<file path="src/rtl/cmt_pkg.sv">
// Package of the compare-match timer: widths, register codes, reset values,
// sequencer state type and the divider status struct. Depends on nothing.
`default_nettype none

package cmt_pkg;

  localparam int unsigned DataW       = 64;
  localparam int unsigned FreqW       = 32;
  localparam int unsigned ModeW       = 2;
  localparam int unsigned RegIdxW     = 3;
  localparam int unsigned CtrlW       = 3;
  localparam int unsigned CfgIdxW     = 1;
  localparam int unsigned MulW        = 32;
  // Product of a 64-bit elapsed count and a 32-bit frequency plus a 64-bit
  // remainder stays below 2^97.
  localparam int unsigned DividendW   = 97;
  localparam int unsigned DivSteps    = DividendW;
  localparam int unsigned StepCntW    = $clog2(DivSteps + 1);

  localparam logic [ModeW-1:0] ModeTick  = 2'd0;
  localparam logic [ModeW-1:0] ModeRead  = 2'd1;
  localparam logic [ModeW-1:0] ModeWrite = 2'd2;

  localparam logic [RegIdxW-1:0] RegCtrl    = 3'd0;
  localparam logic [RegIdxW-1:0] RegCount   = 3'd1;
  localparam logic [RegIdxW-1:0] RegCompare = 3'd2;
  localparam logic [RegIdxW-1:0] RegStatus  = 3'd3;
  localparam logic [RegIdxW-1:0] RegFreq    = 3'd4;

  localparam logic [CfgIdxW-1:0] CfgHostFreq = 1'd0;
  localparam logic [CfgIdxW-1:0] CfgVirtFreq = 1'd1;

  localparam int unsigned CtrlEnable   = 0;
  localparam int unsigned CtrlPeriodic = 1;
  localparam int unsigned CtrlIrqEn    = 2;

  localparam logic [DataW-1:0] HostFreqReset = 64'd1000000000;
  localparam logic [FreqW-1:0] VirtFreqReset = 32'd100000000;
  localparam logic [DataW-1:0] CompareReset  = {DataW{1'b1}};

  typedef enum logic [3:0] {
    ST_IDLE,
    ST_EXEC,
    ST_MUL_LO,
    ST_MUL_HI,
    ST_SUM,
    ST_DIV_GO,
    ST_DIV_WAIT,
    ST_ADD,
    ST_UPDATE,
    ST_DONE
  } cmt_state_e;

  typedef struct packed {
    logic busy;
    logic done;
  } cmt_div_status_t;

endpackage

`default_nettype wire

</file>
<file path="src/rtl/cmt_if.sv">
// Valid/ready channel interfaces of the timer: item input, result output and
// configuration write. Depends on cmt_pkg for field widths.
`default_nettype none

interface cmt_in_if;
  logic                              valid;
  logic                              ready;
  logic [cmt_pkg::ModeW-1:0]         mode;
  logic [cmt_pkg::RegIdxW-1:0]       reg_index;
  logic [cmt_pkg::DataW-1:0]         write_data;
  logic [cmt_pkg::DataW-1:0]         cycle_stamp;

  modport source (output valid, mode, reg_index, write_data, cycle_stamp, input ready);
  modport sink   (input valid, mode, reg_index, write_data, cycle_stamp, output ready);
endinterface

interface cmt_out_if;
  logic                      valid;
  logic                      ready;
  logic [cmt_pkg::DataW-1:0] read_data;
  logic                      irq_raised;
  logic                      irq_pending;

  modport source (output valid, read_data, irq_raised, irq_pending, input ready);
  modport sink   (input valid, read_data, irq_raised, irq_pending, output ready);
endinterface

interface cmt_cfg_if;
  logic                        valid;
  logic                        ready;
  logic [cmt_pkg::CfgIdxW-1:0] index;
  logic [cmt_pkg::DataW-1:0]   data;

  modport source (output valid, index, data, input ready);
  modport sink   (input valid, index, data, output ready);
endinterface

`default_nettype wire

</file>
<file path="src/rtl/cmt_div.sv">
// Serial restoring divider: one quotient bit per cycle of a 97-bit dividend by
// a 64-bit divisor, keeping the low 64 quotient bits. Depends on cmt_pkg.
`default_nettype none

module cmt_div (
  input  wire logic                             clk_i,
  input  wire logic                             rst_ni,
  input  wire logic                             start_i,
  input  wire logic [cmt_pkg::DividendW-1:0]    dividend_i,
  input  wire logic [cmt_pkg::DataW-1:0]        divisor_i,
  output cmt_pkg::cmt_div_status_t              status_o,
  output logic [cmt_pkg::DataW-1:0]             quotient_o,
  output logic [cmt_pkg::DataW-1:0]             remainder_o
);

  logic [cmt_pkg::DividendW-1:0] num_q, num_d;
  logic [cmt_pkg::DataW-1:0]     rem_q, rem_d;
  logic [cmt_pkg::DataW-1:0]     quo_q, quo_d;
  logic [cmt_pkg::StepCntW-1:0]  cnt_q, cnt_d;
  logic                          busy_q, busy_d;
  logic                          done_q, done_d;
  logic [cmt_pkg::DataW:0]       trial;
  logic [cmt_pkg::DataW:0]       diff;
  logic                          fits;
  logic                          last;

  assign trial = {rem_q, num_q[cmt_pkg::DividendW-1]};
  assign diff  = trial - {1'b0, divisor_i};
  assign fits  = ~diff[cmt_pkg::DataW];
  assign last  = (cnt_q == cmt_pkg::StepCntW'(1));

  always_comb begin
    num_d  = num_q;
    rem_d  = rem_q;
    quo_d  = quo_q;
    cnt_d  = cnt_q;
    busy_d = busy_q;
    done_d = done_q;
    if (start_i) begin
      num_d  = dividend_i;
      rem_d  = '0;
      quo_d  = '0;
      cnt_d  = cmt_pkg::StepCntW'(cmt_pkg::DivSteps);
      busy_d = 1'b1;
      done_d = 1'b0;
    end else if (busy_q) begin
      num_d = {num_q[cmt_pkg::DividendW-2:0], 1'b0};
      rem_d = fits ? diff[cmt_pkg::DataW-1:0] : trial[cmt_pkg::DataW-1:0];
      quo_d = {quo_q[cmt_pkg::DataW-2:0], fits};
      cnt_d = cnt_q - cmt_pkg::StepCntW'(1);
      if (last) begin
        busy_d = 1'b0;
        done_d = 1'b1;
      end
    end
  end

  always_ff @(posedge clk_i or negedge rst_ni) begin
    if (!rst_ni) begin
      cnt_q  <= '0;
      busy_q <= 1'b0;
      done_q <= 1'b0;
    end else begin
      cnt_q  <= cnt_d;
      busy_q <= busy_d;
      done_q <= done_d;
    end
  end

  always_ff @(posedge clk_i) begin
    num_q <= num_d;
    rem_q <= rem_d;
    quo_q <= quo_d;
  end

  assign status_o.busy = busy_q;
  assign status_o.done = done_q;
  assign quotient_o    = quo_q;
  assign remainder_o   = rem_q;

endmodule

`default_nettype wire

</file>
<file path="src/rtl/compare_match_timer_fractional.sv">
// Compare-match timer with fractional host-to-timer tick conversion.
// Depends on cmt_pkg, the channel interfaces in cmt_if.sv and cmt_div.
`default_nettype none

// The block takes one item at a time and returns one result per item through
// an output register, so a new item is accepted while the previous result
// still waits. A register read or write passes through the EXEC and DONE
// states, and its result is loaded into the output register as DONE is left.
// A tick that converts elapsed host cycles passes through EXEC, MUL_LO, MUL_HI,
// SUM, DIV_GO, DIV_WAIT, ADD, UPDATE and DONE: one shared 32x32 multiplier is
// used twice, and the serial divider produces one quotient bit per cycle and
// flags completion as it registers the last bit. A tick whose quotient is zero
// skips ADD and UPDATE; disabled or zero-elapsed ticks go from EXEC to DONE.
// A result that is not taken holds the following item in its last state.
// Configuration writes are always accepted and take effect at once, so they
// belong between items.
module compare_match_timer_fractional (
  input  wire logic  clk_i,
  input  wire logic  rst_ni,
  cmt_cfg_if.sink    cfg_i,
  cmt_in_if.sink     in_i,
  cmt_out_if.source  out_o
);

  cmt_pkg::cmt_state_e state_q, state_d;

  logic [cmt_pkg::DataW-1:0]   base_freq_q;
  logic [cmt_pkg::FreqW-1:0]   virt_freq_q;
  logic [cmt_pkg::CtrlW-1:0]   ctrl_q;
  logic [cmt_pkg::DataW-1:0]   count_q;
  logic [cmt_pkg::DataW-1:0]   compare_q;
  logic                        irq_q;
  logic [cmt_pkg::DataW-1:0]   tick_rem_q;
  logic [cmt_pkg::DataW-1:0]   last_stamp_q;

  logic [cmt_pkg::ModeW-1:0]   mode_q;
  logic [cmt_pkg::RegIdxW-1:0] reg_index_q;
  logic [cmt_pkg::DataW-1:0]   write_data_q;
  logic [cmt_pkg::DataW-1:0]   cycle_stamp_q;

  logic [cmt_pkg::DataW-1:0]   elapsed_q;
  logic [cmt_pkg::DataW-1:0]   prod_lo_q;
  logic [cmt_pkg::DataW-1:0]   prod_hi_q;
  logic [cmt_pkg::DividendW-1:0] dividend_q;
  logic [cmt_pkg::DataW-1:0]   sum_q;
  logic                        below_q;
  logic [cmt_pkg::DataW-1:0]   rd_q;
  logic                        raised_q;

  logic                        out_valid_q;
  logic [cmt_pkg::DataW-1:0]   out_data_q;
  logic                        out_raised_q;
  logic                        out_pending_q;

  logic                        in_fire;
  logic                        out_free;
  logic                        is_tick;
  logic                        enabled;
  logic [cmt_pkg::DataW-1:0]   elapsed_d;
  logic                        elapsed_zero;
  logic [cmt_pkg::MulW-1:0]    mul_a;
  logic [cmt_pkg::DataW-1:0]   mul_p;
  logic [cmt_pkg::DataW-1:0]   read_mux;
  logic                        hit;
  logic                        div_start;
  logic                        load_result;

  cmt_pkg::cmt_div_status_t    div_status;
  logic [cmt_pkg::DataW-1:0]   div_quotient;
  logic [cmt_pkg::DataW-1:0]   div_remainder;
  logic [cmt_pkg::DataW-1:0]   div_divisor;

  assign cfg_i.ready = 1'b1;
  assign in_i.ready  = (state_q == cmt_pkg::ST_IDLE);
  assign in_fire     = in_i.valid && in_i.ready;
  assign out_free    = !out_valid_q || out_o.ready;

  assign is_tick      = (mode_q == cmt_pkg::ModeTick);
  assign enabled      = ctrl_q[cmt_pkg::CtrlEnable];
  assign elapsed_d    = cycle_stamp_q - last_stamp_q;
  assign elapsed_zero = (elapsed_d == '0);
  assign mul_a        = (state_q == cmt_pkg::ST_MUL_LO) ? elapsed_q[cmt_pkg::MulW-1:0]
                                                        : elapsed_q[cmt_pkg::DataW-1:cmt_pkg::MulW];
  assign mul_p        = cmt_pkg::DataW'(mul_a) * cmt_pkg::DataW'(virt_freq_q);
  assign hit          = below_q && (sum_q >= compare_q);
  assign div_divisor  = (base_freq_q == '0) ? cmt_pkg::DataW'(1) : base_freq_q;

  always_comb begin
    case (reg_index_q)
      cmt_pkg::RegCtrl:    read_mux = cmt_pkg::DataW'(ctrl_q);
      cmt_pkg::RegCount:   read_mux = count_q;
      cmt_pkg::RegCompare: read_mux = compare_q;
      cmt_pkg::RegStatus:  read_mux = cmt_pkg::DataW'(irq_q);
      cmt_pkg::RegFreq:    read_mux = cmt_pkg::DataW'(virt_freq_q);
      default:             read_mux = '0;
    endcase
  end

  always_comb begin
    state_d = state_q;
    case (state_q)
      cmt_pkg::ST_IDLE:     if (in_fire) state_d = cmt_pkg::ST_EXEC;
      cmt_pkg::ST_EXEC: begin
        if (is_tick && enabled && !elapsed_zero) state_d = cmt_pkg::ST_MUL_LO;
        else                                     state_d = cmt_pkg::ST_DONE;
      end
      cmt_pkg::ST_MUL_LO:   state_d = cmt_pkg::ST_MUL_HI;
      cmt_pkg::ST_MUL_HI:   state_d = cmt_pkg::ST_SUM;
      cmt_pkg::ST_SUM:      state_d = cmt_pkg::ST_DIV_GO;
      cmt_pkg::ST_DIV_GO:   state_d = cmt_pkg::ST_DIV_WAIT;
      cmt_pkg::ST_DIV_WAIT: begin
        if (div_status.done) begin
          if (div_quotient == '0) state_d = cmt_pkg::ST_DONE;
          else                    state_d = cmt_pkg::ST_ADD;
        end
      end
      cmt_pkg::ST_ADD:      state_d = cmt_pkg::ST_UPDATE;
      cmt_pkg::ST_UPDATE:   state_d = cmt_pkg::ST_DONE;
      cmt_pkg::ST_DONE:     if (out_free) state_d = cmt_pkg::ST_IDLE;
      default:              state_d = cmt_pkg::ST_IDLE;
    endcase
  end

  always_comb begin
    div_start   = 1'b0;
    load_result = 1'b0;
    case (state_q)
      cmt_pkg::ST_DIV_GO: div_start   = 1'b1;
      cmt_pkg::ST_DONE:   load_result = out_free;
      default: begin
        div_start   = 1'b0;
        load_result = 1'b0;
      end
    endcase
  end

  cmt_div u_div (
    .clk_i       (clk_i),
    .rst_ni      (rst_ni),
    .start_i     (div_start),
    .dividend_i  (dividend_q),
    .divisor_i   (div_divisor),
    .status_o    (div_status),
    .quotient_o  (div_quotient),
    .remainder_o (div_remainder)
  );

  always_ff @(posedge clk_i or negedge rst_ni) begin
    if (!rst_ni) begin
      state_q      <= cmt_pkg::ST_IDLE;
      base_freq_q  <= cmt_pkg::HostFreqReset;
      virt_freq_q  <= cmt_pkg::VirtFreqReset;
      ctrl_q       <= '0;
      count_q      <= '0;
      compare_q    <= cmt_pkg::CompareReset;
      irq_q        <= 1'b0;
      tick_rem_q   <= '0;
      last_stamp_q <= '0;
      out_valid_q  <= 1'b0;
    end else begin
      state_q <= state_d;

      if (cfg_i.valid && cfg_i.ready) begin
        case (cfg_i.index)
          cmt_pkg::CfgHostFreq: base_freq_q <= cfg_i.data;
          cmt_pkg::CfgVirtFreq: virt_freq_q <= cfg_i.data[cmt_pkg::FreqW-1:0];
          default: ;
        endcase
      end

      case (state_q)
        cmt_pkg::ST_EXEC: begin
          if (is_tick) begin
            if (!enabled || !elapsed_zero) last_stamp_q <= cycle_stamp_q;
          end else if (mode_q == cmt_pkg::ModeWrite) begin
            case (reg_index_q)
              cmt_pkg::RegCtrl: begin
                ctrl_q <= write_data_q[cmt_pkg::CtrlW-1:0];
                if (write_data_q[cmt_pkg::CtrlEnable]) last_stamp_q <= cycle_stamp_q;
              end
              cmt_pkg::RegCount:   count_q   <= write_data_q;
              cmt_pkg::RegCompare: compare_q <= write_data_q;
              cmt_pkg::RegStatus:  if (write_data_q[0]) irq_q <= 1'b0;
              default: ;
            endcase
          end
        end
        cmt_pkg::ST_DIV_WAIT: if (div_status.done) tick_rem_q <= div_remainder;
        cmt_pkg::ST_UPDATE: begin
          if (hit) begin
            irq_q <= 1'b1;
            if (ctrl_q[cmt_pkg::CtrlPeriodic]) count_q <= sum_q - compare_q;
            else begin
              count_q                     <= sum_q;
              ctrl_q[cmt_pkg::CtrlEnable] <= 1'b0;
            end
          end else begin
            count_q <= sum_q;
          end
        end
        default: ;
      endcase

      if (load_result)       out_valid_q <= 1'b1;
      else if (out_o.ready)  out_valid_q <= 1'b0;
    end
  end

  always_ff @(posedge clk_i) begin
    if (in_fire) begin
      mode_q        <= in_i.mode;
      reg_index_q   <= in_i.reg_index;
      write_data_q  <= in_i.write_data;
      cycle_stamp_q <= in_i.cycle_stamp;
    end
    case (state_q)
      cmt_pkg::ST_EXEC: begin
        elapsed_q <= elapsed_d;
        raised_q  <= 1'b0;
        rd_q      <= (mode_q == cmt_pkg::ModeRead) ? read_mux : '0;
      end
      cmt_pkg::ST_MUL_LO: prod_lo_q <= mul_p;
      cmt_pkg::ST_MUL_HI: prod_hi_q <= mul_p;
      cmt_pkg::ST_SUM: begin
        dividend_q <= cmt_pkg::DividendW'({prod_hi_q, {cmt_pkg::MulW{1'b0}}})
                    + cmt_pkg::DividendW'(prod_lo_q)
                    + cmt_pkg::DividendW'(tick_rem_q);
      end
      cmt_pkg::ST_ADD: begin
        sum_q   <= count_q + div_quotient;
        below_q <= (count_q < compare_q);
      end
      cmt_pkg::ST_UPDATE: raised_q <= hit && ctrl_q[cmt_pkg::CtrlIrqEn];
      default: ;
    endcase
    if (load_result) begin
      out_data_q    <= rd_q;
      out_raised_q  <= raised_q;
      out_pending_q <= irq_q;
    end
  end

  assign out_o.valid       = out_valid_q;
  assign out_o.read_data   = out_data_q;
  assign out_o.irq_raised  = out_raised_q;
  assign out_o.irq_pending = out_pending_q;

endmodule

`default_nettype wire

</file>
<file path="src/flat_wrapper.sv">
// flat-port wrapper written by rule: the top's interface ports become plain ports
module compare_match_timer_fractional_flat 
  (clk_i, rst_ni, cfg_i_valid, cfg_i_index, cfg_i_data, cfg_i_ready, in_i_valid, in_i_mode, in_i_reg_index, in_i_write_data, in_i_cycle_stamp, in_i_ready, out_o_valid, out_o_read_data, out_o_irq_raised, out_o_irq_pending, out_o_ready);
  cmt_cfg_if cfg_i_i ();
  cmt_in_if in_i_i ();
  cmt_out_if out_o_i ();
  input  wire logic clk_i;
  input  wire logic rst_ni;
  input wire logic [$bits(cfg_i_i.valid)-1:0] cfg_i_valid;
  input wire logic [$bits(cfg_i_i.index)-1:0] cfg_i_index;
  input wire logic [$bits(cfg_i_i.data)-1:0] cfg_i_data;
  output wire logic [$bits(cfg_i_i.ready)-1:0] cfg_i_ready;
  input wire logic [$bits(in_i_i.valid)-1:0] in_i_valid;
  input wire logic [$bits(in_i_i.mode)-1:0] in_i_mode;
  input wire logic [$bits(in_i_i.reg_index)-1:0] in_i_reg_index;
  input wire logic [$bits(in_i_i.write_data)-1:0] in_i_write_data;
  input wire logic [$bits(in_i_i.cycle_stamp)-1:0] in_i_cycle_stamp;
  output wire logic [$bits(in_i_i.ready)-1:0] in_i_ready;
  output wire logic [$bits(out_o_i.valid)-1:0] out_o_valid;
  output wire logic [$bits(out_o_i.read_data)-1:0] out_o_read_data;
  output wire logic [$bits(out_o_i.irq_raised)-1:0] out_o_irq_raised;
  output wire logic [$bits(out_o_i.irq_pending)-1:0] out_o_irq_pending;
  input wire logic [$bits(out_o_i.ready)-1:0] out_o_ready;
  assign cfg_i_i.valid = cfg_i_valid;
  assign cfg_i_i.index = cfg_i_index;
  assign cfg_i_i.data = cfg_i_data;
  assign cfg_i_ready = cfg_i_i.ready;
  assign in_i_i.valid = in_i_valid;
  assign in_i_i.mode = in_i_mode;
  assign in_i_i.reg_index = in_i_reg_index;
  assign in_i_i.write_data = in_i_write_data;
  assign in_i_i.cycle_stamp = in_i_cycle_stamp;
  assign in_i_ready = in_i_i.ready;
  assign out_o_valid = out_o_i.valid;
  assign out_o_read_data = out_o_i.read_data;
  assign out_o_irq_raised = out_o_i.irq_raised;
  assign out_o_irq_pending = out_o_i.irq_pending;
  assign out_o_i.ready = out_o_ready;
  compare_match_timer_fractional u_core (.clk_i(clk_i), .rst_ni(rst_ni), .cfg_i(cfg_i_i), .in_i(in_i_i), .out_o(out_o_i));
endmodule
</file>
<file path="config.mk">
export PLATFORM = sky130hd
export DESIGN_NAME = compare_match_timer_fractional_flat
export DESIGN_NICKNAME = d
export VERILOG_FILES = /design/src/rtl/cmt_pkg.sv /design/src/rtl/cmt_if.sv /design/src/rtl/cmt_div.sv /design/src/rtl/compare_match_timer_fractional.sv /design/src/flat_wrapper.sv
export SDC_FILE = /design/constraint.sdc
export NUM_CORES = 2
export LEC_CHECK = 0
export ABC_AREA = 0
export BUFFER_PORTS_ARGS = -buffer_cell sky130_fd_sc_hd__buf_2
export CORE_MARGIN = 5
export CORE_UTILIZATION = 45
export DETAILED_ROUTE_END_ITERATION = 7
export GPL_TIMING_DRIVEN = 0
export SYNTH_ARGS = -nofsm -noshare
export SYNTH_HDL_FRONTEND = slang
export SYNTH_SLANG_ARGS = --single-unit
</file>
<file path="constraint.sdc">
create_clock -name clk_i -period 15.3 [get_ports clk_i]
set_input_delay 3.825 -clock clk_i [delete_from_list [all_inputs] [get_ports clk_i]]
set_output_delay 3.825 -clock clk_i [all_outputs]
set_load 0.005 [all_outputs]
</file>
Word-level counts from Yosys, hierarchy flattened --
Index checks and enable logic that the tools add are counted.
Operators by class: add/subtract/negate cells 7, multipliers 1, $lt $le $gt $ge 2, eq/ne operators 28, muxes and demuxes 48, bitwise operators 3, reduce and logical (&&, ||, !) cells 34
Operators with widths (count):
- 64-bit 2-to-1 mux | 12
- 64-bit one-hot mux with 5 select lines | 1
- 97-bit 2-to-1 mux | 2
- 64-bit logical NOT | 3
- 64-bit one-hot mux with 2 select lines | 1
- 64-bit subtractor | 2
- 96-bit by 64-bit adder with 97-bit output | 1
- 97-bit by 64-bit adder with 97-bit output | 1
- 65-bit by 64-bit subtractor with 65-bit output | 1
- 64-bit adder | 1
- 64-bit greater-or-equal comparator | 1
- 64-bit < comparator | 1
- 32-bit by 32-bit multiplier with 64-bit output | 1
- 4-bit one-hot mux with 10 select lines | 1
- 32-bit 2-to-1 mux | 1
- 1-bit 2-to-1 mux | 20
- 4-bit 2-to-1 mux | 5
- 4-bit by 3-bit == test with 1-bit output (second input constant) | 4
- 2-bit inequality test (second input constant) | 8
- 7-bit 2-to-1 mux | 2
- 2-bit nonzero test | 7
- 4-bit AND reduction | 3
- 6-bit AND reduction | 2
- 4-bit by 2-bit == test with 1-bit output (second input constant) | 2
- 21 further kinds | 40
Storage, ports and cells: register bits after elaboration 1213, input port bits 203, output and inout port bits 69, logic and storage cells 155

Depth between registers and ports, before layout --
depth after elaboration 6, mapped depth 36, depth with buffers taken out 33

Modules after synthesis --
Synthesis repeated with hierarchy kept, for this count alone.
Second synthesis, totals: cell total of the unflattened synthesis 9752, area total of the unflattened synthesis 100350.0 µm²
Modules (own cells, without submodules):
- compare_match_timer_fractional | instances 1, cells an instance 8321, area each 86745.7 µm², sequential area each 27702.8 µm²
- cmt_div | instances 1, cells an instance 1431, area each 13604.3 µm², sequential area each 5700.5 µm²

Least setup slack after synthesis --
No wires, ideal clock.
path kind register to register, start point register u_core.state_q[1], end point register u_core.prod_hi_q[60] (netlist bit), data pin, setup time 0.264 ns, arrival 10.497 ns, data required time 15.036 ns, path slack 4.538 ns, stages on the path, launching flop included 32, path buffers 3, period minus slack after synthesis 10.762 ns, path through dfrtp_1 > clkbuf_1 > nand2_1 > nor2_1 > clkbuf_1 > mux2_2 > clkbuf_1 > nand2_1 > fa_1 > fa_1 > inv_1 > fa_1 > inv_1 > fa_1 > fa_1 > fa_1 > inv_1 > fa_1 > fa_1 > ha_1 > nand3_1 > nor2_1 > o211ai_1 > a21oi_1 > nor2_1 > o41ai_1 > a221oi_1 > o21ai_0 > o21ai_0 > o21bai_1 > a31oi_1 > xnor2_1
Between the ends: longest elaborated chain between the ends 3
Ends and longest elaborated chain:
- from (decl) | RTL line compare_match_timer_fractional.sv:25 | cmt_pkg::cmt_state_e state_q, state_d;
- from (signal assigned) | RTL line compare_match_timer_fractional.sv:150 | state_q <= cmt_pkg::ST_IDLE;
- from (signal assigned) | RTL line compare_match_timer_fractional.sv:161 | state_q <= state_d;
- 4-bit by 2-bit == test with 1-bit output | RTL line compare_match_timer_fractional.sv:82 | assign mul_a = (state_q == cmt_pkg::ST_MUL_LO) ? elapsed_q[cmt_pkg::MulW-1:0]
- 32-bit 2-to-1 mux | RTL line compare_match_timer_fractional.sv:82
- 32-bit by 32-bit multiplier with 64-bit output | RTL line compare_match_timer_fractional.sv:84 | assign mul_p = cmt_pkg::DataW'(mul_a) * cmt_pkg::DataW'(virt_freq_q);
- net u_core.mul_p, one bit | RTL line compare_match_timer_fractional.sv:62 | logic [cmt_pkg::DataW-1:0] mul_p;
- to (signal assigned) | RTL line compare_match_timer_fractional.sv:223 | cmt_pkg::ST_MUL_HI: prod_hi_q <= mul_p;
- to (decl) | RTL line compare_match_timer_fractional.sv:43 | logic [cmt_pkg::DataW-1:0] prod_hi_q;
The timed path passes the listed nets, and every way through them passes these cells. A chain may end at the register's enable or synchronous reset.

Worst setup path in the final report --
start point register u_core.state_q[1], end point register u_core.prod_lo_q[60] (netlist bit), data pin
Between the ends: longest elaborated chain between the ends 3
Ends and longest elaborated chain:
- 4-bit by 2-bit == test with 1-bit output | RTL line compare_match_timer_fractional.sv:82
- 32-bit 2-to-1 mux | RTL line compare_match_timer_fractional.sv:82
- 32-bit by 32-bit multiplier with 64-bit output | RTL line compare_match_timer_fractional.sv:84
- net u_core.mul_p, one bit | RTL line compare_match_timer_fractional.sv:62
- to (signal assigned) | RTL line compare_match_timer_fractional.sv:222 | cmt_pkg::ST_MUL_LO: prod_lo_q <= mul_p;
- to (decl) | RTL line compare_match_timer_fractional.sv:42 | logic [cmt_pkg::DataW-1:0] prod_lo_q;
The timed path passes the listed nets, and every way through them passes these cells.

==> flow_summary_export.csv <==
group,metric,value,unit
run_status,status,"finished, violations left",
run_status,violations,"capacitance limit, slew limit",
layout,final_cell_mix,"nand2_1 (1207), inv_1 (1172), fa_1 (933)",
synthesis,synth_nets,11994,
routing,drc,0,
synthesis,yosysSeqAreaShare,0.331,
clock_tree,clockBufferDepth,3,
placement,dpl.hpwl,305000,um
sta,finClkSkew,0.0724,ns
clock_tree,root_buffer,"clkbuf_16",
worst_hold_path,hold_path.class,"flip-flop to flip-flop",
critical_path,critPathMaxFanout,10,
critical_path,critPathMaxStageDelay,0.94,ns
routing,post_drt_via_cell_ratio,5.78,
clock_tree,path_clk_slew,0.07,ns
clock_tree,cts.sinks,1213,
sta,finalCriticalPeriod,13.87,ns
critical_path,critPathCaptureType,"flip-flop",
synthesis,ys_async_sr_fraction,0.305,
grt,globalRouteOverflowTotal,0,
grt,grt_start_max_net_pins,107,
routing,drtIter0Drc,7223,
critical_path,cp.arrival,14.30,ns
layout,nets,12431,
critical_path,crit_type,"flip-flop to flip-flop",
placement,globalplace.congestion,1.02,
clock_tree,cts_made_buffers,141,
floorplanning,core_area,223000,um^2
synthesis,yosys.cell_types.count,98,
sta,worst_pin_slew,1.54,ns
synthesis,synth-edff-count,715,
clock_tree,cts_resized,0,
sta,fmax,72.1,MHz
critical_path,crit_path_start_kind,"flip-flop",
layout,final_common_cell,"nand2_1",
routing,wl_per_cell,27.6,um
floorplanning,die_y,483,um
critical_path,critical_path.most_common_cell,"fa_1",
placement,detailedPlace.worstSlack,1.72,ns
critical_path,rr_worst_depth,30,
sta,fin_ws,1.43,ns
sta,slew_violations,11,
grt,grt_pass1_vias,80362,
floorplanning,die_width,483,um
placement,port_buffers,270,
floorplanning,io_pins,272,
synthesis,synthCells,10180,
floorplanning,start_util,0.453,
floorplanning,num_rows,173,
layout,drive_above_1_share,0.0837,
clock_tree,cts_hold_buf,0,
synthesis,synth_area,101000,um^2
critical_path,cp_slowest_cell,"clkbuf_1",
flow_run,maxCapViolCount,1,
routing,first_pass_iters,8,
sta,relSlewSlack,-0.0275,
synthesis,synth_area_per_cell,9.91,um^2
worst_hold_path,hold_depth,0,
floorplanning,dieArea,234000,um^2
layout,num-fill-cells,20733,
grt,grtUsageTotal,0.317,
clock_tree,cts_max_level,4,
sta,fin_crit_sh,0.906,
sta,setup_viol_count_final,0,
critical_path,reg2reg_slack,1.43,ns
routing,num_vias,79309,
grt,antenna_found_initial,32,
synthesis,ys.flop_type,"edfxtp_1",
synthesis,synth_warnings,0,
grt,grt_first_pass_wirelength,547000,um
layout,syn_to_final_growth,10.4,%
clock_tree,cts_tree,"done",
routing,antenna_left,0,
clock_tree,clk_latency,0.84,ns
critical_path,required,15.73,ns
sta,rsz0062_at_grt,"no",
sta,hold_viol,0,
routing,wl,378000,um
synthesis,yosys_register_bits,1213,
clock_tree,post_cts_buffers,0,
==> flip-flops by register name, indices dropped and copies added, names as in the netlist, 4 cells and up <==
signal	flops
u_core.dividend_q	97
u_core.prod_lo_q	64
u_core.cycle_stamp_q	64
u_core.prod_hi_q	64
u_core.sum_q	64
u_core.write_data_q	64
u_core.last_stamp_q	64
u_core.state_q	4
u_core.tick_rem_q	64
u_core.out_o.read_data	64
u_core.compare_q	64
u_core.virt_freq_q	32
u_core.u_div.remainder_o	64
u_core.u_div.num_q	97
u_core.elapsed_q	64
u_core.rd_q	64
u_core.u_div.cnt_q	7
u_core.count_q	64
u_core.u_div.quotient_o	64
u_core.base_freq_q	64
==> synthesized netlist by cell type (all sizes together), types with 196 or more instances <==
library cell | n | share of area
a21oi | 631 | 0.031
nand2 | 1210 | 0.045
fa | 933 | 0.19
dfrtp | 281 | 0.070
mux2 | 196 | 0.022
a21o | 239 | 0.018
ha | 678 | 0.084
xnor2 | 232 | 0.020
o21ai | 440 | 0.022
nor2 | 458 | 0.017
inv | 1173 | 0.044
and2 | 595 | 0.037
clkbuf | 497 | 0.018
edfxtp | 715 | 0.21
==> critical path: cells and delay by family (launching register included) <==
family	cells	cell delay [ns]
AOI/OAI and AO/OA	9	3.09
xor gates and xnor gates	1	0.83
adders and majority gates	9	4.75
buffers and inverters	5	2.23
DFF	1	0.33
muxes	1	0.52
and+or+nand+nor	5	1.68
==> stage by stage <==
stage          utilization  cell area [um^2]  hold WS, ns  cells  setup TNS [ns]
5_1_grt              0.500            111000        0.413  13711               0
4_1_cts              0.500            111000        0.410  13710               0
3_5_place_dp         0.478            106000        0.405  13449               0
3_3_place_gp         0.476            106000        0.403  13425          -32.54
6_report             0.500            111000        0.413  13724               0
2_1_floorplan            -            101000        0.400  10180               0
==> final timing paths <==
check	startpoint	to
hold / removal	u_core.rd_q[11]$_SDFFCE_PP0P_	u_core.out_o.read_data[11]$_DFFE_PP_
setup reg to reg	u_core.state_q[1]$_DFFE_PN0P_	u_core.prod_lo_q[60]$_DFFE_PP_
max in group asynchronous	rst_ni	u_core.tick_rem_q[60]$_DFFE_PN0P_
hold reg to reg	u_core.rd_q[11]$_SDFFCE_PP0P_	u_core.out_o.read_data[11]$_DFFE_PP_
setup / recovery	u_core.state_q[1]$_DFFE_PN0P_	u_core.prod_lo_q[60]$_DFFE_PP_
min in group asynchronous	rst_ni	u_core.last_stamp_q[2]$_DFFE_PN0P_
==> cell families (layout without fill, tap and decap cells) <==
group                      after synthesis  in the layout  share of synthesized area
buffers and inverters                 1707           2262                     0.0644
muxes                                  344            344                     0.0366
adders and majority gates             1611           1611                      0.269
DFF                                   1213           1213                      0.331
AOI/OAI and AO/OA                     1982           1982                      0.125
xor gates and xnor gates               370            370                     0.0321
other                                    1             15                  0.0000372
and+or+nand+nor                       2952           2952                      0.141
==> layout make-up <==
type | instances | area, um^2 | area share
well taps | 2975 | 3720 | 0.0334
multi-input cells | 7260 | 61000 | 0.548
plain buffers | 534 | 2100 | 0.0189
repair buffers | 294 | 1810 | 0.0163
clock buffers | 179 | 3940 | 0.0354
diodes | 14 | 35.0 | 0.000314
clock inverters | 82 | 950 | 0.00852
flip-flops and latches | 1213 | 33400 | 0.300
inverters | 1173 | 4410 | 0.0396
==> per-layer routing <==
layer / vias to the layer above / track usage / share of wire / wire (um)
met1: 40022 / 0.419 / 0.41 / 157000
met4: 10 / 0.152 / 0.057 / 21500
met3: 736 / 0.0630 / 0.076 / 28600
met2: 3127 / 0.502 / 0.45 / 171000
li1: 35414 / - / - / -
met5: - / 0 / 0.00020 / 76
Power is left out: the tool's default activity adds up to more than one toggle a clock period on the data nets, which glitch-free logic cannot reach.
